[config.mk]
export PLATFORM = sky130hd
export DESIGN_NAME = text_line_char_renderer_flat
export DESIGN_NICKNAME = d
export VERILOG_FILES = /design/src/hw/rtl/tlcr_pkg.sv /design/src/hw/rtl/tlcr_if.sv /design/src/hw/rtl/text_line_char_renderer.sv /design/src/flat_wrapper.sv
export VERILOG_INCLUDE_DIRS = /design/src /design/src/hw/rtl
export SDC_FILE = /design/constraint.sdc
export NUM_CORES = 1
export LEC_CHECK = 0
export ABC_AREA = 1
export ABC_CLOCK_PERIOD_IN_PS = 3500
export BUFFER_PORTS_ARGS = -buffer_cell sky130_fd_sc_hd__buf_2
export CAP_MARGIN = 20
export CORE_MARGIN = 1.5
export CORE_UTILIZATION = 48
export DETAILED_ROUTE_END_ITERATION = 12
export MAX_ROUTING_LAYER = met4
export PLACE_DENSITY_LB_ADDON = 0.2
export SLEW_MARGIN = 15
export SYNTH_ARGS = -nofsm -noshare
export SYNTH_HDL_FRONTEND = slang
export SYNTH_SLANG_ARGS = --single-unit
[constraint.sdc]
create_clock -name clock -period 3.5 [get_ports clock]
set_input_delay 0 -clock clock [delete_from_list [all_inputs] [get_ports clock]]
set_output_delay 0 -clock clock [all_outputs]
set_load 0.02 [all_outputs]
[src/hw/rtl/assert_macros.svh]
// assert_macros.svh: assertion macros shared by the RTL of the line renderer.
// Needs a clock and a reset signal named clock and reset in the including scope.
`ifndef ASSERT_MACROS_SVH
`define ASSERT_MACROS_SVH

// Checked on every rising edge, switched off while reset is high
`define TLCR_ASSERT(lbl, prop, msg) \
   lbl: assert property (@(posedge clock) disable iff (reset) prop) else $error(msg);

// Checked on every rising edge, reset included
`define TLCR_ASSERT_ALWAYS(lbl, prop, msg) \
   lbl: assert property (@(posedge clock) prop) else $error(msg);

`endif

[src/hw/rtl/tlcr_pkg.sv]
// tlcr_pkg: types and constants of the text line character renderer.
// No dependencies; imported by text_line_char_renderer.
package tlcr_pkg;

   // Sequencer states
   typedef enum logic [1:0] {
      ST_IDLE,
      ST_MOD,
      ST_RUN,
      ST_FLUSH
   } state_type;

   // Request action codes
   localparam logic [1:0] ACT_START = 2'd0;
   localparam logic [1:0] ACT_PUT   = 2'd1;
   localparam logic [1:0] ACT_ERASE = 2'd2;

   // Result kinds
   localparam logic OP_WRITE = 1'b0;
   localparam logic OP_FILL  = 1'b1;

   // Register indexes
   localparam logic REG_LINE_WIDTH = 1'b0;
   localparam logic REG_TAB_SIZE   = 1'b1;

   // Register reset values
   localparam logic [7:0] LINE_WIDTH_RST = 8'd80;
   localparam logic [4:0] TAB_SIZE_RST   = 5'd8;

   // Largest tab distance honoured
   localparam logic [4:0] TAB_LIMIT = 5'd16;

   // Cursor saturation point
   localparam logic [15:0] COL_MAX = 16'h7FFF;

   // Character codes
   localparam logic [6:0] CH_TAB   = 7'h09;
   localparam logic [6:0] CH_SPACE = 7'h20;
   localparam logic [6:0] CH_DEL   = 7'h7F;
   localparam logic [6:0] CH_FLIP  = 7'h40;
   localparam logic [6:0] CH_GT    = 7'h3E;
   localparam logic [6:0] CH_CARET = 7'h5E;

endpackage

[src/hw/rtl/tlcr_if.sv]
// tlcr_if: valid/ready channel interfaces of the line renderer (request and result).
// No dependencies.
interface tlcr_req_if;
   logic        valid;
   logic        ready;
   logic [1:0]  action;
   logic [6:0]  char_code;
   logic [14:0] scroll_offset;

   modport source (output valid, output action, output char_code, output scroll_offset,
                   input ready);
   modport sink   (input valid, input action, input char_code, input scroll_offset,
                   output ready);
endinterface

interface tlcr_rsp_if;
   logic       valid;
   logic       ready;
   logic       op_kind;
   logic [7:0] column;
   logic [6:0] glyph;
   logic       last;

   modport source (output valid, output op_kind, output column, output glyph, output last,
                   input ready);
   modport sink   (input valid, input op_kind, input column, input glyph, input last,
                   output ready);
endinterface

[src/hw/rtl/text_line_char_renderer.sv]
// text_line_char_renderer: renders 7-bit text into one screen line as write/fill results.
// Depends on tlcr_pkg, tlcr_if.sv (tlcr_req_if, tlcr_rsp_if) and assert_macros.svh.
//
// One request is handled at a time; req_chan.ready is high only while the sequencer is idle.
// A start request gives no result. A printable character or an erase goes through accept,
// render and flush of the final result; a control character may take an extra render step.
// A tab renders spaces up to the next tab stop, and when the tab phase is unknown (after
// a tab_size write or an erase) it first runs a bit-serial remainder unit that
// recomputes the logical column modulo the tab size. Every result passes through a one-deep
// hold stage so the final one can be flagged last, and then an output register; back-pressure
// on rsp_chan stalls the sequencer.
`include "assert_macros.svh"

module text_line_char_renderer
   import tlcr_pkg::*;
(
   input  logic        clock,
   input  logic        reset,
   tlcr_req_if.sink    req_chan,
   tlcr_rsp_if.source  rsp_chan,
   input  logic        csr_we,
   input  logic        csr_index,
   input  logic [7:0]  csr_wdata
);

   // Control and line state
   state_type   state_ff, state_in;
   logic [15:0] cur_ff, cur_in;          // cursor column, two's complement
   logic [14:0] off_ff, off_in;
   logic [3:0]  phase_ff, phase_in;
   logic        stale_ff, stale_in;      // phase needs recomputing
   logic [7:0]  lw_ff, lw_in;
   logic [4:0]  ts_ff, ts_in;

   // Current transaction
   logic [1:0]  act_ff, act_in;
   logic [6:0]  chr_ff, chr_in;
   logic        tab_ff, tab_in;
   logic        ctl_ff, ctl_in;
   logic [4:0]  cnt_ff, cnt_in;

   // Remainder unit
   logic [15:0] div_ff, div_in;
   logic [3:0]  rem_ff, rem_in;
   logic [3:0]  bit_cnt_ff, bit_cnt_in;

   // Hold stage
   logic        hold_valid_ff, hold_valid_in;
   logic        hold_kind_ff, hold_kind_in;
   logic [7:0]  hold_col_ff, hold_col_in;
   logic [6:0]  hold_glyph_ff, hold_glyph_in;

   // Output register
   logic        rsp_valid_ff, rsp_valid_in;
   logic        rsp_kind_ff, rsp_kind_in;
   logic [7:0]  rsp_col_ff, rsp_col_in;
   logic [6:0]  rsp_glyph_ff, rsp_glyph_in;
   logic        rsp_last_ff, rsp_last_in;

   // Helpers
   logic [7:0]  w_eff;
   logic [4:0]  tab_eff;
   logic        past_edge, cur_neg, cur_sat, phase_wrap, out_free;
   logic [15:0] cur_inc, logical;
   logic [3:0]  phase_inc;
   logic [4:0]  rem_sh, rem_sub, cnt_inc;
   logic [3:0]  rem_next;
   logic [6:0]  glyph_sel;
   logic        st_emit, st_kind, st_done;
   logic [7:0]  st_col;
   logic [6:0]  st_glyph;

   // Effective register values
   assign w_eff   = (lw_ff == 8'd0) ? 8'd1 : lw_ff;
   assign tab_eff = (ts_ff == 5'd0) ? 5'd1 : ((ts_ff > TAB_LIMIT) ? TAB_LIMIT : ts_ff);

   // Cursor arithmetic
   assign cur_neg    = cur_ff[15];
   assign past_edge  = $signed(cur_ff) >= $signed({8'd0, w_eff});
   assign cur_sat    = (cur_ff == COL_MAX);
   assign cur_inc    = cur_sat ? cur_ff : 16'(cur_ff + 16'd1);
   assign phase_wrap = (5'({1'b0, phase_ff} + 5'd1) == tab_eff);
   assign phase_inc  = (cur_sat || stale_ff) ? phase_ff :
                       (phase_wrap ? 4'd0 : 4'(phase_ff + 4'd1));
   assign logical    = 16'(cur_ff + {1'b0, off_ff});
   assign cnt_inc    = 5'(cnt_ff + 5'd1);

   // Remainder step: one dividend bit per cycle
   assign rem_sh   = {rem_ff, div_ff[15]};
   assign rem_sub  = 5'(rem_sh - tab_eff);
   assign rem_next = (rem_sh >= tab_eff) ? rem_sub[3:0] : rem_sh[3:0];

   assign glyph_sel = tab_ff ? CH_SPACE : (ctl_ff ? CH_CARET : chr_ff);
   assign out_free  = !rsp_valid_ff || rsp_chan.ready;

   // Render step for the current glyph or erase
   always_comb begin
      if (act_ff == ACT_ERASE) begin
         st_emit  = !past_edge;
         st_kind  = OP_FILL;
         st_col   = cur_neg ? 8'd0 : cur_ff[7:0];
         st_glyph = CH_SPACE;
         st_done  = 1'b1;
      end else begin
         st_emit  = past_edge || !cur_neg;
         st_kind  = OP_WRITE;
         st_col   = past_edge ? 8'(w_eff - 8'd1) : cur_ff[7:0];
         st_glyph = past_edge ? CH_GT : glyph_sel;
         if (tab_ff) begin
            st_done = !((phase_inc != 4'd0) && (cnt_inc < tab_eff));
         end else if (ctl_ff) begin
            st_done = past_edge;
         end else begin
            st_done = 1'b1;
         end
      end
   end

   // Sequencer, next state and outputs
   always_comb begin
      state_in      = state_ff;
      cur_in        = cur_ff;
      off_in        = off_ff;
      phase_in      = phase_ff;
      stale_in      = stale_ff;
      lw_in         = lw_ff;
      ts_in         = ts_ff;
      act_in        = act_ff;
      chr_in        = chr_ff;
      tab_in        = tab_ff;
      ctl_in        = ctl_ff;
      cnt_in        = cnt_ff;
      div_in        = div_ff;
      rem_in        = rem_ff;
      bit_cnt_in    = bit_cnt_ff;
      hold_valid_in = hold_valid_ff;
      hold_kind_in  = hold_kind_ff;
      hold_col_in   = hold_col_ff;
      hold_glyph_in = hold_glyph_ff;
      rsp_valid_in  = rsp_chan.ready ? 1'b0 : rsp_valid_ff;
      rsp_kind_in   = rsp_kind_ff;
      rsp_col_in    = rsp_col_ff;
      rsp_glyph_in  = rsp_glyph_ff;
      rsp_last_in   = rsp_last_ff;
      req_chan.ready = (state_ff == ST_IDLE);

      // Register writes; a new tab size invalidates the phase
      if (csr_we) begin
         case (csr_index)
            REG_LINE_WIDTH: lw_in = csr_wdata;
            REG_TAB_SIZE: begin
               ts_in    = csr_wdata[4:0];
               stale_in = 1'b1;
            end
            default: ;
         endcase
      end

      case (state_ff)
         ST_IDLE: begin
            if (req_chan.valid) begin
               case (req_chan.action)
                  ACT_START: begin
                     cur_in   = 16'(16'd0 - {1'b0, req_chan.scroll_offset});
                     off_in   = req_chan.scroll_offset;
                     phase_in = 4'd0;
                     stale_in = 1'b0;
                  end
                  ACT_PUT: begin
                     act_in     = ACT_PUT;
                     chr_in     = req_chan.char_code;
                     tab_in     = (req_chan.char_code == CH_TAB);
                     ctl_in     = ((req_chan.char_code < CH_SPACE) &&
                                   (req_chan.char_code != CH_TAB)) ||
                                  (req_chan.char_code == CH_DEL);
                     cnt_in     = 5'd0;
                     div_in     = logical;
                     rem_in     = 4'd0;
                     bit_cnt_in = 4'd0;
                     if ((req_chan.char_code == CH_TAB) && stale_ff) begin
                        state_in = ST_MOD;
                     end else begin
                        state_in = ST_RUN;
                     end
                  end
                  ACT_ERASE: begin
                     act_in   = ACT_ERASE;
                     tab_in   = 1'b0;
                     ctl_in   = 1'b0;
                     state_in = ST_RUN;
                  end
                  default: ;
               endcase
            end
         end

         // Logical column modulo tab size, MSB first
         ST_MOD: begin
            rem_in     = rem_next;
            div_in     = {div_ff[14:0], 1'b0};
            bit_cnt_in = 4'(bit_cnt_ff + 4'd1);
            if (bit_cnt_ff == 4'd15) begin
               phase_in = rem_next;
               stale_in = 1'b0;
               state_in = ST_RUN;
            end
         end

         ST_RUN: begin
            if (out_free) begin
               // Cursor and phase update
               if (act_ff == ACT_ERASE) begin
                  if (!past_edge) begin
                     cur_in   = {8'd0, w_eff};
                     stale_in = 1'b1;
                  end
               end else begin
                  cur_in   = cur_inc;
                  phase_in = phase_inc;
                  cnt_in   = cnt_inc;
                  if (ctl_ff && !past_edge) begin
                     ctl_in = 1'b0;
                     chr_in = chr_ff ^ CH_FLIP;
                  end
               end
               // New result displaces the held one to the output register
               if (st_emit) begin
                  if (hold_valid_ff) begin
                     rsp_valid_in = 1'b1;
                     rsp_kind_in  = hold_kind_ff;
                     rsp_col_in   = hold_col_ff;
                     rsp_glyph_in = hold_glyph_ff;
                     rsp_last_in  = 1'b0;
                  end
                  hold_valid_in = 1'b1;
                  hold_kind_in  = st_kind;
                  hold_col_in   = st_col;
                  hold_glyph_in = st_glyph;
               end
               if (st_done) begin
                  state_in = ST_FLUSH;
               end
            end
         end

         // Release the final result flagged last
         ST_FLUSH: begin
            if (!hold_valid_ff) begin
               state_in = ST_IDLE;
            end else if (out_free) begin
               rsp_valid_in  = 1'b1;
               rsp_kind_in   = hold_kind_ff;
               rsp_col_in    = hold_col_ff;
               rsp_glyph_in  = hold_glyph_ff;
               rsp_last_in   = 1'b1;
               hold_valid_in = 1'b0;
               state_in      = ST_IDLE;
            end
         end

         default: state_in = ST_IDLE;
      endcase
   end

   // Control registers
   always_ff @(posedge clock) begin
      if (reset) begin
         state_ff      <= ST_IDLE;
         cur_ff        <= 16'd0;
         off_ff        <= 15'd0;
         phase_ff      <= 4'd0;
         stale_ff      <= 1'b0;
         lw_ff         <= LINE_WIDTH_RST;
         ts_ff         <= TAB_SIZE_RST;
         hold_valid_ff <= 1'b0;
         rsp_valid_ff  <= 1'b0;
      end else begin
         state_ff      <= state_in;
         cur_ff        <= cur_in;
         off_ff        <= off_in;
         phase_ff      <= phase_in;
         stale_ff      <= stale_in;
         lw_ff         <= lw_in;
         ts_ff         <= ts_in;
         hold_valid_ff <= hold_valid_in;
         rsp_valid_ff  <= rsp_valid_in;
      end
   end

   // Payload registers
   always_ff @(posedge clock) begin
      act_ff        <= act_in;
      chr_ff        <= chr_in;
      tab_ff        <= tab_in;
      ctl_ff        <= ctl_in;
      cnt_ff        <= cnt_in;
      div_ff        <= div_in;
      rem_ff        <= rem_in;
      bit_cnt_ff    <= bit_cnt_in;
      hold_kind_ff  <= hold_kind_in;
      hold_col_ff   <= hold_col_in;
      hold_glyph_ff <= hold_glyph_in;
      rsp_kind_ff   <= rsp_kind_in;
      rsp_col_ff    <= rsp_col_in;
      rsp_glyph_ff  <= rsp_glyph_in;
      rsp_last_ff   <= rsp_last_in;
   end

   assign rsp_chan.valid   = rsp_valid_ff;
   assign rsp_chan.op_kind = rsp_kind_ff;
   assign rsp_chan.column  = rsp_col_ff;
   assign rsp_chan.glyph   = rsp_glyph_ff;
   assign rsp_chan.last    = rsp_last_ff;

   // Checks
   `TLCR_ASSERT(a_idle_no_hold, (state_ff == ST_IDLE) |-> !hold_valid_ff, "held result left in idle")
   `TLCR_ASSERT(a_phase_range, !stale_ff |-> ({1'b0, phase_ff} < tab_eff), "tab phase out of range")
   `TLCR_ASSERT(a_mod_for_tab, (state_ff == ST_MOD) |-> tab_ff, "remainder unit run for non-tab")
   `TLCR_ASSERT(a_col_in_line, rsp_valid_ff |-> (rsp_col_ff < w_eff), "result column past line end")

endmodule
[src/flat_wrapper.sv]
// flat-port wrapper written by rule: the top's interface ports become plain ports
module text_line_char_renderer_flat import tlcr_pkg::*;
  (clock, reset, csr_we, csr_index, csr_wdata, req_chan_valid, req_chan_action, req_chan_char_code, req_chan_scroll_offset, req_chan_ready, rsp_chan_valid, rsp_chan_op_kind, rsp_chan_column, rsp_chan_glyph, rsp_chan_last, rsp_chan_ready);
  tlcr_req_if req_chan_i ();
  tlcr_rsp_if rsp_chan_i ();
  input  logic clock;
  input  logic reset;
  input  logic csr_we;
  input  logic csr_index;
  input  logic [7:0] csr_wdata;
  input wire logic [$bits(req_chan_i.valid)-1:0] req_chan_valid;
  input wire logic [$bits(req_chan_i.action)-1:0] req_chan_action;
  input wire logic [$bits(req_chan_i.char_code)-1:0] req_chan_char_code;
  input wire logic [$bits(req_chan_i.scroll_offset)-1:0] req_chan_scroll_offset;
  output wire logic [$bits(req_chan_i.ready)-1:0] req_chan_ready;
  output wire logic [$bits(rsp_chan_i.valid)-1:0] rsp_chan_valid;
  output wire logic [$bits(rsp_chan_i.op_kind)-1:0] rsp_chan_op_kind;
  output wire logic [$bits(rsp_chan_i.column)-1:0] rsp_chan_column;
  output wire logic [$bits(rsp_chan_i.glyph)-1:0] rsp_chan_glyph;
  output wire logic [$bits(rsp_chan_i.last)-1:0] rsp_chan_last;
  input wire logic [$bits(rsp_chan_i.ready)-1:0] rsp_chan_ready;
  assign req_chan_i.valid = req_chan_valid;
  assign req_chan_i.action = req_chan_action;
  assign req_chan_i.char_code = req_chan_char_code;
  assign req_chan_i.scroll_offset = req_chan_scroll_offset;
  assign req_chan_ready = req_chan_i.ready;
  assign rsp_chan_valid = rsp_chan_i.valid;
  assign rsp_chan_op_kind = rsp_chan_i.op_kind;
  assign rsp_chan_column = rsp_chan_i.column;
  assign rsp_chan_glyph = rsp_chan_i.glyph;
  assign rsp_chan_last = rsp_chan_i.last;
  assign rsp_chan_i.ready = rsp_chan_ready;
  text_line_char_renderer u_core (.clock(clock), .reset(reset), .req_chan(req_chan_i), .rsp_chan(rsp_chan_i), .csr_we(csr_we), .csr_index(csr_index), .csr_wdata(csr_wdata));
endmodule
== After elaboration in Yosys (flattened, before gate mapping) ==
Cells that the tools add are included.
W data, S select, Z words.

* Flip-flop bits (word level): 126
* Latch bits: 0
* Bits in writable memories: 0
* Bits in read-only memories: 0
* Input port bits: 38
* Output and inout port bits: 19
* Logic and storage cells: 221
* Memories kept: 0

* Add/subtract/negate cells: 9
* Multiply operators: 0
* Divide/modulo/power cells: 0
* $lt $le $gt $ge: 5
* Equal/unequal tests: 28
* Shift operators: 0
* Multiplexer cells: 110
* Bitwise gates (word level): 3
* Reduce and logical (&&, ||, !) cells: 39

{| class="wikitable"
|+ Operator list
! operator !! number
|-
| $mux W16 || 8
|-
| $mux W7 || 11
|-
| $mux W8 || 9
|-
| $pmux W16 S2 || 2
|-
| $mux W4 || 10
|-
| $mux W5 || 8
|-
| $mux W1 || 37
|-
| $reduce_and A6 Y1 || 6
|-
| $pmux W7 S2 || 2
|-
| $ne A2 B1 Y1 const B || 10
|-
| $add A16 B1 Y16 const B || 1
|-
| $add A16 B15 Y16 || 1
|-
| $eq A16 B15 Y1 const B || 1
|-
| $ge A16 B9 Y1 || 1
|-
| $pmux W4 S2 || 2
|-
| $pmux W8 S2 || 1
|-
| $sub A1 B15 Y16 const A || 1
|-
| $reduce_and A3 Y1 || 5
|-
| $mux W2 || 7
|-
| $pmux W1 S2 || 7
|-
| $pmux W4 S3 || 1
|-
| $pmux W5 S2 || 1
|-
| $ne A3 B3 Y1 const B || 3
|-
| $add A4 B1 Y4 const B || 2
|-
| 35 further kinds || 57
|}

== Logic depth before layout (Yosys ltp) ==
Gate-level depths: netlist of the first run.

* Word-level depth: 14
* Depth in mapped cells: 20
* Mapped depth without buffers: 20

== Worst setup path after synthesis of the first run ==
Ideal clock, no wire load.

* Kind: reg-to-reg
* From: reg u_core.lw_ff[3]
* To: reg u_core.hold_col_ff[0] (enable)
* Arrival time: 2356 ps
* Data required time: 3112 ps
* Path slack: 755 ps
* Cell stages (with the launch flop): 15
* Path buffers: 0
* Path through: dfxtp_1 > nor2_1 > and3_1 > a31o_2 > ha_1 > inv_1 > a21oi_1 > o21ai_0 > nand2_1 > nand3_1 > nand2_1 > nand2_1 > nand2_1 > o211ai_1 > nor2_1

* Longest elaborated chain between the ends: 6
* Elaborated cells between the ends (all ways): 7
* Classes of those cells: order compare (1); mux (2); reduce/logical (4)

{| class="wikitable"
|+ Ends and longest elaborated chain
! item !! line !! source
|-
| from (decl) || text_line_char_renderer.sv:32 || <nowiki>logic [7:0] lw_ff, lw_in;</nowiki>
|-
| from (signal assigned) || text_line_char_renderer.sv:283 || <nowiki>lw_ff <= lw_in;</nowiki>
|-
| $logic_not A8 Y1 || text_line_char_renderer.sv:74 || <nowiki>assign w_eff = (lw_ff == 8'd0) ? 8'd1 : lw_ff;</nowiki>
|-
| $mux W8 * || text_line_char_renderer.sv:74 ||
|-
| $ge A16 B9 Y1 * || text_line_char_renderer.sv:79 || <nowiki>assign past_edge = $signed(cur_ff) >= $signed({8'd0, w_eff});</nowiki>
|-
| $logic_or A1 B1 Y1 or $logic_not A1 Y1 (tied branches) || text_line_char_renderer.sv:105, text_line_char_renderer.sv:99 ||
|-
| $mux W1 * || text_line_char_renderer.sv:98 || <nowiki>if (act_ff == ACT_ERASE) begin</nowiki>
|-
| $reduce_and A3 Y1 (no line) * || - ||
|-
| to (signal assigned) || text_line_char_renderer.sv:301 || <nowiki>hold_col_ff <= hold_col_in;</nowiki>
|-
| to (decl) || text_line_char_renderer.sv:50 || <nowiki>logic [7:0] hold_col_ff, hold_col_in;</nowiki>
|}

Mark *: on every way between the ends. The rest lies on a longest branch, timed or not.
A chain may end at the register's enable or synchronous reset.

== Worst setup path in the final report of the first run ==
* From: reg u_core.cur_ff[0]
* To: reg u_core.div_ff[12] (data pin)

* Longest elaborated chain between the ends: 4

{| class="wikitable"
|+ Ends and longest elaborated chain
! item !! line !! source
|-
| from (decl) || text_line_char_renderer.sv:28 || <nowiki>logic [15:0] cur_ff, cur_in;</nowiki>
|-
| from (signal assigned) || text_line_char_renderer.sv:279 || <nowiki>cur_ff <= cur_in;</nowiki>
|-
| $add A16 B15 Y16 || text_line_char_renderer.sv:85 || <nowiki>assign logical = 16'(cur_ff + {1'b0, off_ff});</nowiki>
|-
| $mux W16 || text_line_char_renderer.sv:162 || <nowiki>case (req_chan.action)</nowiki>
|-
| $mux W16 || text_line_char_renderer.sv:161 || <nowiki>if (req_chan.valid) begin</nowiki>
|-
| $pmux W16 S2 || text_line_char_renderer.sv:159 || <nowiki>case (state_ff)</nowiki>
|-
| net u_core.div_in[12] || text_line_char_renderer.sv:43 || <nowiki>logic [15:0] div_ff, div_in;</nowiki>
|-
| to (signal assigned) || text_line_char_renderer.sv:297 || <nowiki>div_ff <= div_in;</nowiki>
|-
| to (decl) || text_line_char_renderer.sv:43 ||
|}

The timed path passes the listed nets, and every way through them passes these cells. The select of a mux whose other input is x is not followed.

==> parameters.txt, run 1 <==
Parameter                              Value

Power and ir drop
  Internal power contribution ... 4200 uW
  Fraction of power consumed by combinational cells ... 0.418
  Maximum VDD drop ... 0.429 mV
  Fraction of power consumed by the clock network ... 0.228
  Sw frac ... 0.419
  Sequential share of power ... 0.354
  Power per unit of standard cell area ... 809 nW/um2
  Net switching power figure ... 3030 uW
  Leakage power ... 0.00381 uW

Logic synthesis
  Top cells by instance count after synthesis ... 170 x sky130_fd_sc_hd__nand2_1, 127 x sky130_fd_sc_hd__inv_1, 97 x sky130_fd_sc_hd__nor2_1
  Netlist cell types ... 51
  Syn_area_per_cell ... 7.91 um2
  Synth top area share ... 0.292
  Seq cells post-synth ... 126
  Library cell occupying the most area in the post-synthesis netlist ... sky130_fd_sc_hd__edfxtp_1
  Number of warnings reported in the yosys synthesis log ... 0
  Sequential element share of the synthesized area ... 0.434
  Main flop type after synthesis ... sky130_fd_sc_hd__edfxtp_1
  Cell types occupying the most area after synthesis ... sky130_fd_sc_hd__edfxtp_1 29%, sky130_fd_sc_hd__dfxtp_1 14%, sky130_fd_sc_hd__nand2_1 8.5%
  Most repeated cell in the gate-level netlist after synthesis ... sky130_fd_sc_hd__nand2_1
  Number of flops mapped to enable cells by yosys ... 73
  Post-Synthesis Cell Area ... 7490 um2
  Gate count of the mapped netlist ... 948
  Synth async-reset ratio ... 0
  Number of nets in the synthesized netlist ... 1034

Drt
  Wirelength, routed ... 18800 um
  Vias after detailed routing ... 6617
  Routed wire length per instance ... 15.0 um
  Detail-routed via count per cell ... 5.29
  Remaining DRCs ... 0
  Number of optimization iterations in the first detailed-route pass ... 7
  Remaining antenna violation count after routing ... 0
  Initial drt markers ... 536

Clock network
  # H-tree levels ... 4
  Clock tree from TritonCTS ... yes
  Setup fix buffers added after clock tree synthesis ... 0
  Clock input transition at the sequential cells of the worst setup and hold paths ... 60 ps
  Clock sink count ... 126
  Clock root buffer ... sky130_fd_sc_hd__clkbuf_16
  Clock Latency Late Sink ... 430 ps
  Clock tree buffer depth ... 2
  Number of instances resized during post-cts repair ... 0
  TritonCTS buffer count ... 17

Cells and area
  Fill cells ... 1396
  Number of diodes added for antenna fixing ... 0
  Area occupied by multi-input gates ... 3620 um2
  Synthesis-to-layout area growth ... 19.3%
  Share of final-layout standard cells stronger than drive strength 1 ... 0.123
  Total non-filler cell area in the finished layout ... 8940 um2
  Sequential cell area in the final layout ... 3250 um2
  Final Net Count ... 1137

Hold path
  Startpoint of the worst hold path ... rsp_chan_ready
  Type of the most critical hold path ... input port to flip-flop

Critical path
  Kind of capture point of the worst setup path ... flip-flop
  Data required time of the critical path ... 3680 ps
  Critical path data arrival time ... 2880 ps
  Startpoint kind of the worst setup timing path ... flip-flop
  Worst R2R Start ... u_core.cur_ff[0]
  Worst Path Max Fanout ... 6
  Start point of the critical path ... u_core.cur_ff[0]
  Crit path kind ... flip-flop to flip-flop

STA
  Final Cycle Share ... 0.771
  Min Tclk post-route ... 2700 ps
  Rel. slew slack ... 0.509
  Slew at the pin closest to its max-slew limit ... 730 ps
  Setup Skew ... 6.79 ps
  Hold violation total from the final report ... 0
  Fmax achieved ... 371 MHz
  Setup violations, final ... 0
  Max-slew violations ... 0
  RSZ-0062 raised after global routing ... false
  Setup TNS ... 0 ps

Global route
  Antenna violations before repair ... 0
  Grt total ovfl ... 0
  Global routing met2 resource utilization ... 0.380
  Overall fraction of global-route tracks in use ... 0.247
  Global-route track usage on met1 ... 0.330
  Met3 Resource Use GR ... 0.0472
  Largest net degree at the start of global routing ... 34
  Vias in the first global route ... 6237
  Global-route layer with the greatest usage ... met2
  Wire length of the first global-routing pass ... 30500 um

Floorplanning
  Floorplan die area ... 16400 um2
  Height of the die ... 128 um
  Num rows ... 45
  Width of the die ... 128 um
  I/O pins ... 57
  Initial Utilization ... 0.493
  Total core area ... 15200 um2

Placed design
  Area after DPL ... 7980 um2
  Total half-perimeter wirelength after legalization and detailed placement ... 13500 um
  Number of buffers added on ports ... 56
  Gp weighted congestion ... 0.939

Job
  Max-capacitance violation count ... 0

Outcome
  Run status ... completed
## layout make-up
type	instances	share of cell area
Multi-Input combinational cell	664	0.405
Clock buffer	18	0.0480
Clock inverter	14	0.0136
Tap cell	188	0.0263
Sequential cell	126	0.364
Inverter	134	0.0563
Timing Repair Buffer	108	0.0865
## power groups by stage
stage          clock [uW]  combinational, uW  sequential [uW]
6_report             1650               3020             2560
5_1_grt              1720               3410             2620
2_1_floorplan           0               2160             2500
3_5_place_dp            0               2950             2580
3_3_place_gp            0               2920             2570
4_1_cts              1670               3000             2560
## path summary, 6_finish.rpt
check                        endpoint  slack (ps)  cells past startpoint
max                 u_core.div_ff[12]         800                     17
min             u_core.rsp_chan.valid          40                      4
max reg2reg         u_core.div_ff[12]         800                     17
min reg2reg  u_core.rsp_chan.glyph[4]         420                      0
## cell families after synthesis
family / count (synthesis) / synth area share
XOR/XNOR: 15 / 0.0175
flip-flops: 126 / 0.434
AO/OA/AOI/OAI: 231 / 0.168
adder cells (fa/ha/maj): 48 / 0.0821
buffers and inverters: 158 / 0.0830
AND/OR/NAND/NOR: 370 / 0.215
## timing repair
action	CTS	global route
hold buffers	41	0
setup endpoints to repair	0	0
hold endpoints to repair	50	0
## metrics by stage
step,setup slack (ps),util,hold WS (ps),power (uW),std cells
2_1_floorplan,755,-,113,4660,948
3_3_place_gp,899,0.525,232,5490,1179
3_5_place_dp,838,0.525,242,5530,1179
4_1_cts,819,0.588,23.5,7220,1252
5_1_grt,494,0.588,91.8,7750,1252
6_report,801,0.588,37.0,7230,1252
## routing by layer
metal	wire length, um	part of all wire	vias up
li1	-	-	3403
met1	9120	0.48	3020
met2	8450	0.45	169
met3	980	0.052	25
met4	294	0.016	0
met5	0	0	-
## worst max-delay path: stages, from the launching register on
cell	delay, ps
sky130_fd_sc_hd__dfxtp_1	410
sky130_fd_sc_hd__ha_1	210
sky130_fd_sc_hd__inv_1	50
sky130_fd_sc_hd__fa_1	360
sky130_fd_sc_hd__inv_1	90
sky130_fd_sc_hd__a21oi_1	70
sky130_fd_sc_hd__o21ai_1	200
sky130_fd_sc_hd__inv_1	70
sky130_fd_sc_hd__o21ai_1	250
sky130_fd_sc_hd__inv_1	70
sky130_fd_sc_hd__o21ai_1	190
sky130_fd_sc_hd__nand2_1	70
sky130_fd_sc_hd__nand2_1	90
sky130_fd_sc_hd__nand3_1	70
sky130_fd_sc_hd__nand2_1	80
sky130_fd_sc_hd__nand2_1	50
sky130_fd_sc_hd__nand2_1	60
sky130_fd_sc_hd__o21ai_1	70
## layout by cell type, fill, tap and decap left out, types with 3 or more instances in the layout
cell	instances
sky130_fd_sc_hd__or2_2	9
sky130_fd_sc_hd__inv_1	127
sky130_fd_sc_hd__buf_4	11
sky130_fd_sc_hd__nand2_2	4
sky130_fd_sc_hd__clkinv_4	4
sky130_fd_sc_hd__nor2_1	97
sky130_fd_sc_hd__o21ai_0	90
sky130_fd_sc_hd__clkinvlp_4	4
sky130_fd_sc_hd__o211ai_1	5
sky130_fd_sc_hd__nand2_1	170
sky130_fd_sc_hd__edfxtp_1	73
sky130_fd_sc_hd__dfxtp_1	53
sky130_fd_sc_hd__dlygate4sd3_1	41
sky130_fd_sc_hd__ha_1	46
sky130_fd_sc_hd__nand3_1	49
sky130_fd_sc_hd__nor3_2	3
sky130_fd_sc_hd__a21oi_1	94
sky130_fd_sc_hd__a31oi_1	3
sky130_fd_sc_hd__o21ai_1	14
sky130_fd_sc_hd__a211oi_1	3
sky130_fd_sc_hd__nand4_1	10
sky130_fd_sc_hd__buf_2	56
sky130_fd_sc_hd__clkinv_1	5
sky130_fd_sc_hd__nor2_2	5
sky130_fd_sc_hd__clkbuf_16	17
sky130_fd_sc_hd__xor2_1	13
sky130_fd_sc_hd__o22ai_1	4
sky130_fd_sc_hd__o221ai_1	6
sky130_fd_sc_hd__nor3_1	12
sky130_fd_sc_hd__inv_2	4
## flip-flops by register name, indices dropped and copies added, names as in the netlist, 5 cells and up
| register | flops |
|---|---|
| u_core.hold_col_ff | 8 |
| u_core.lw_ff | 8 |
| u_core.chr_ff | 7 |
| u_core.cur_ff | 16 |
| u_core.cnt_ff | 5 |
| u_core.off_ff | 15 |
| u_core.rsp_chan.glyph | 7 |
| u_core.rsp_chan.column | 8 |
| u_core.div_ff | 16 |
| u_core.ts_ff | 5 |
| u_core.hold_glyph_ff | 7 |
No activity file was read; power rests on OpenSTA's default activity.
==> inputs of run 2 (changes only) <==
--- a/config.mk
+++ b/config.mk
@@ -6,8 +6,8 @@
 export SDC_FILE = /design/constraint.sdc
 export NUM_CORES = 1
 export LEC_CHECK = 0
-export ABC_AREA = 1
-export ABC_CLOCK_PERIOD_IN_PS = 3500
+export ABC_AREA = 0
+export ABC_CLOCK_PERIOD_IN_PS = 2800
 export BUFFER_PORTS_ARGS = -buffer_cell sky130_fd_sc_hd__buf_2
 export CAP_MARGIN = 20
 export CORE_MARGIN = 1.5
==> constraint.sdc (replaced) <==
create_clock -name clock -period 2.8 [get_ports clock]
set_input_delay 0 -clock clock [delete_from_list [all_inputs] [get_ports clock]]
set_output_delay 0 -clock clock [all_outputs]
set_load 0.02 [all_outputs]
==> run 2 against run 1 <==
  * Combinational power increased by 30%
  * Total power is 26% higher
  * Maximum frequency is 15% lower
  * Register-to-register slack got worse by 1200 ps
  * Global-route usage up 1.5 points
  * Critical path type unchanged
  * Design area rose by 6.5%
  * Non-clock buffer count grew 35
  * Via count shrank 0.51%
  * The flow now finishes with violations (negative setup slack)
==> parameters.txt, run 2 <==
Parameter                              Value

Critical path
  Start point of the critical path ... u_core.lw_ff[5] (was u_core.cur_ff[0])
  Critical path data arrival time ... 3330 ps (was 2880 ps)
  Data required time of the critical path ... 2940 ps (was 3680 ps)
  CP Cell Sequence ... or4_4 -> or3_4 -> nor2_1 -> or2_4 -> ha_4 -> nor2b_1 -> o21ai_1 -> a311oi_2 -> o21ai_1 -> or2_1 -> buf_6 -> nor2_4 -> clkbuf_16 (was ha_1 -> inv_1 -> fa_1 -> inv_1 -> a21oi_1 -> o21ai_1 -> inv_1 -> o21ai_1 -> inv_1 -> o21ai_1 -> nand2_1 -> nand2_1 -> nand3_1 -> nand2_1 -> nand2_1 -> nand2_1 -> o21ai_1)
  Kind of capture point of the worst setup path ... flip-flop (unchanged)
  Slowest-stage cell, CP ... sky130_fd_sc_hd__or4_4 (was sky130_fd_sc_hd__dfxtp_1)
  Worst R2R Start ... u_core.lw_ff[5] (was u_core.cur_ff[0])
  Crit-path max cell delay ... 530 ps (was 410 ps)
  Worst Path Max Fanout ... 8 (was 6)
  Buffering stage count on the worst path with inverters included ... 2 (was 4)
  Crit path kind ... flip-flop to flip-flop (unchanged)
  Top Family by Delay on Critical Path ... simple AND/OR/NAND/NOR gates (was compound AO/OA/AOI/OAI gates)
  Cell repeated most along the worst path ... sky130_fd_sc_hd__o21ai_1 (was sky130_fd_sc_hd__nand2_1)
  Startpoint kind of the worst setup timing path ... flip-flop (unchanged)

Cells and area
  Most used cells in the layout excluding fill and tap cells ... 105 x sky130_fd_sc_hd__nand2_1, 73 x sky130_fd_sc_hd__edfxtp_1, 67 x sky130_fd_sc_hd__a21oi_1 (was 170 x sky130_fd_sc_hd__nand2_1, 127 x sky130_fd_sc_hd__inv_1, 97 x sky130_fd_sc_hd__nor2_1)
  Most common library cell in the layout ignoring fill and taps ... sky130_fd_sc_hd__nand2_1 (unchanged)
  Largest registers ... u_core.cur_ff: 16 flops, u_core.div_ff: 16 flops, u_core.off_ff: 15 flops (unchanged)
  Final Net Count ... 1015 (was 1137)
  Share of final-layout standard cells stronger than drive strength 1 ... 0.224 (was 0.123)
  Synthesis-to-layout area growth ... 27.8% (was 19.3%)
  Number of diodes added for antenna fixing ... 0 (unchanged)

Clock network
  TritonCTS buffer count ... 17 (unchanged)
  Clock input transition at the sequential cells of the worst setup and hold paths ... 60 ps (about the same)
  Clock Latency Late Sink ... 430 ps (about the same)
  Clock tree from TritonCTS ... yes (unchanged)
  Clock sink count ... 126 (unchanged)
  # H-tree levels ... 4 (unchanged)
  Clock root buffer ... sky130_fd_sc_hd__clkbuf_16 (unchanged)
  Clock tree buffer depth ... 2 (unchanged)

Floorplanning
  Num rows ... 45 (unchanged)
  I/O pins ... 57 (unchanged)
  Width of the die ... 128 um (about the same)
  Height of the die ... 128 um (about the same)
  Floorplan die area ... 16300 um2 (was 16400 um2)
  Total core area ... 15200 um2 (unchanged)
  Initial Utilization ... 0.490 (was 0.493)

Global route
  Vias in the first global route ... 6565 (was 6237)
  Antenna violations before repair ... 0 (unchanged)
  Wire length of the first global-routing pass ... 32300 um (was 30500 um)
  Overall fraction of global-route tracks in use ... 0.262 (was 0.247)
  Grt total ovfl ... 0 (unchanged)
  Largest net degree at the start of global routing ... 43 (was 34)

Logic synthesis
  Number of flops mapped to enable cells by yosys ... 73 (unchanged)
  Synth top area share ... 0.294 (was 0.292)
  Gate count of the mapped netlist ... 804 (was 948)
  Combinational family with the most area after synthesis ... compound AO/OA/AOI/OAI gates (was simple AND/OR/NAND/NOR gates)
  Post-synthesis share of cell area spent on full adders, half adders and majority gates ... 0.0827 (was 0.0821)
  Top cells by instance count after synthesis ... 111 x sky130_fd_sc_hd__nand2_1, 81 x sky130_fd_sc_hd__a21oi_1, 73 x sky130_fd_sc_hd__edfxtp_1 (was 170 x sky130_fd_sc_hd__nand2_1, 127 x sky130_fd_sc_hd__inv_1, 97 x sky130_fd_sc_hd__nor2_1)
  Synth async-reset ratio ... 0 (unchanged)
  Basic-gate share of the synthesized area counting and, or, nand and nor cells ... 0.188 (was 0.215)
  Area fraction in compound gates after synthesis ... 0.193 (was 0.168)
  Netlist cell types ... 74 (was 51)
  Cell types occupying the most area after synthesis ... sky130_fd_sc_hd__edfxtp_1 29%, sky130_fd_sc_hd__dfxtp_1 14%, sky130_fd_sc_hd__ha_1 7.7% (was sky130_fd_sc_hd__edfxtp_1 29%, sky130_fd_sc_hd__dfxtp_1 14%, sky130_fd_sc_hd__nand2_1 8.5%)
  Library cell occupying the most area in the post-synthesis netlist ... sky130_fd_sc_hd__edfxtp_1 (unchanged)
  Seq cells post-synth ... 126 (unchanged)
  Number of warnings reported in the yosys synthesis log ... 0 (unchanged)
  Post-Synthesis Cell Area ... 7450 um2 (was 7490 um2)
  Most repeated cell in the gate-level netlist after synthesis ... sky130_fd_sc_hd__nand2_1 (unchanged)
  Parity-gate share of the synthesized area counting xor and xnor cells ... 0.0477 (was 0.0175)
  Number of nets in the synthesized netlist ... 890 (was 1034)
  Main flop type after synthesis ... sky130_fd_sc_hd__edfxtp_1 (unchanged)
  Sequential element share of the synthesized area ... 0.437 (was 0.434)
  Mux contribution to synthesized area ... 0.0119 (was 0)
  Syn_area_per_cell ... 9.26 um2 (was 7.91 um2)

Outcome
  Run status ... complete, but fails checks (was completed)
  Violated checks ... negative setup slack

Hold path
  Type of the most critical hold path ... input port to flip-flop (unchanged)
  Startpoint of the worst hold path ... req_chan_action[1] (was rsp_chan_ready)

Power and ir drop
  Power per unit of standard cell area ... 960 nW/um2 (was 809 nW/um2)
  Maximum VDD drop ... 0.629 mV (was 0.429 mV)
  Leakage power ... 0.00374 uW (was 0.00381 uW)
  Total power of the final layout ... 9130 uW (was 7230 uW)

Drt
  Remaining DRCs ... 0 (unchanged)
  Vias after detailed routing ... 6583 (was 6617)
  Initial drt markers ... 488 (was 536)
  Remaining antenna violation count after routing ... 0 (unchanged)
  Routed wire length per instance ... 17.6 um (was 15.0 um)
  Wirelength, routed ... 19900 um (was 18800 um)
  Number of optimization iterations in the first detailed-route pass ... 5 (was 7)
  Detail-routed via count per cell ... 5.83 (was 5.29)

STA
  Slack of the critical path ... -390 ps (was 801 ps)
  Slew at the pin closest to its max-slew limit ... 747 ps (was 730 ps)
  Fmax achieved ... 313 MHz (was 371 MHz)
  Final Cycle Share ... 1.14 (was 0.771)
  Setup TNS ... -18560 ps (was 0 ps)
  Setup violations, final ... 70 (was 0)
  RSZ-0062 raised after global routing ... true (was false)
  Setup Skew ... 9.29 ps (was 6.79 ps)
  Max-slew violations ... 0 (unchanged)
  Hold violation total from the final report ... 0 (unchanged)
  Min Tclk post-route ... 3190 ps (was 2700 ps)
  Rel. slew slack ... 0.501 (was 0.509)

Placed design
  Total half-perimeter wirelength after legalization and detailed placement ... 14200 um (was 13500 um)
  Number of buffers added on ports ... 56 (unchanged)
  Gp weighted congestion ... 0.880 (was 0.939)

Job
  Max-capacitance violation count ... 0 (unchanged)
## run 2: what timing repair did
item,in CTS,in global routing
cloned,1,1
hold buffers,34,0
endpoints found under the hold margin,37,0
buffers inserted,5,1
gates resized for setup,43,16
endpoints found under the setup margin,71,76
pin swaps,25,8
## run 2: final timing paths
check / to / slack [ps] / depth (start not counted)
min: u_core.act_ff[1] / 50 / 2
max reg2reg: u_core.hold_glyph_ff[4] / -390 / 13
max: u_core.hold_glyph_ff[4] / -390 / 13
min reg2reg: u_core.rsp_chan.column[0] / 420 / 0
## run 2: per-layer routing
layer | vias up | wire length (um) | global-route usage
li1 | 3170 | - | -
met1 | 3124 | 8770 | 0.324
met2 | 240 | 9560 | 0.423
met3 | 49 | 1070 | 0.0507
met4 | 0 | 542 | 0.107
met5 | - | 0 | -
## run 2: power by group
group	internal [uW]	switching, uW	leakage (uW)
logic	1740	2190	0.00233
clock network	1430	928	0.000304
registers	2530	309	0.00111
## run 2: cell type report
class | instances | area [um2]
tap | 188 | 235
sequential | 126 | 3250
inverter | 39 | 146
fill | 1275 | 5680
multi-input combinational | 602 | 4170
timing repair buffer | 143 | 1090
clock buffer | 17 | 425
clock inverter | 15 | 199
## run 2: metrics by stage
step                      worst slack (ps)   util  std cells  hold slack (ps)  cell area (um2)
after floorplan                       -393      -        804              128             7500
after global placement                -339  0.543       1057              235             8250
final                                 -390  0.626       1130             54.8             9520
after CTS                             -356  0.620       1129             39.3             9430
after global routing                  -497  0.626       1130             66.8             9520
after detailed placement              -368  0.543       1057              251             8250
## run 2: cells by family (layout without fill, tap and decap cells)
family | after synthesis | in the layout
AO/OA/AOI/OAI | 218 | 218
XOR/XNOR | 39 | 39
adder cells (fa/ha/maj) | 48 | 48
buffers and inverters | 77 | 214
flip-flops | 126 | 126
multiplexers | 8 | 8
AND/OR/NAND/NOR | 288 | 289
## run 2: worst reg2reg max path: stages, from the launching register on
cell	delay [ps]
sky130_fd_sc_hd__dfxtp_2	320
sky130_fd_sc_hd__or4_4	530
sky130_fd_sc_hd__or3_4	340
sky130_fd_sc_hd__nor2_1	90
sky130_fd_sc_hd__or2_4	140
sky130_fd_sc_hd__ha_4	190
sky130_fd_sc_hd__nor2b_1	100
sky130_fd_sc_hd__o21ai_1	90
sky130_fd_sc_hd__a311oi_2	270
sky130_fd_sc_hd__o21ai_1	110
sky130_fd_sc_hd__or2_1	260
sky130_fd_sc_hd__buf_6	140
sky130_fd_sc_hd__nor2_4	150
sky130_fd_sc_hd__clkbuf_16	190
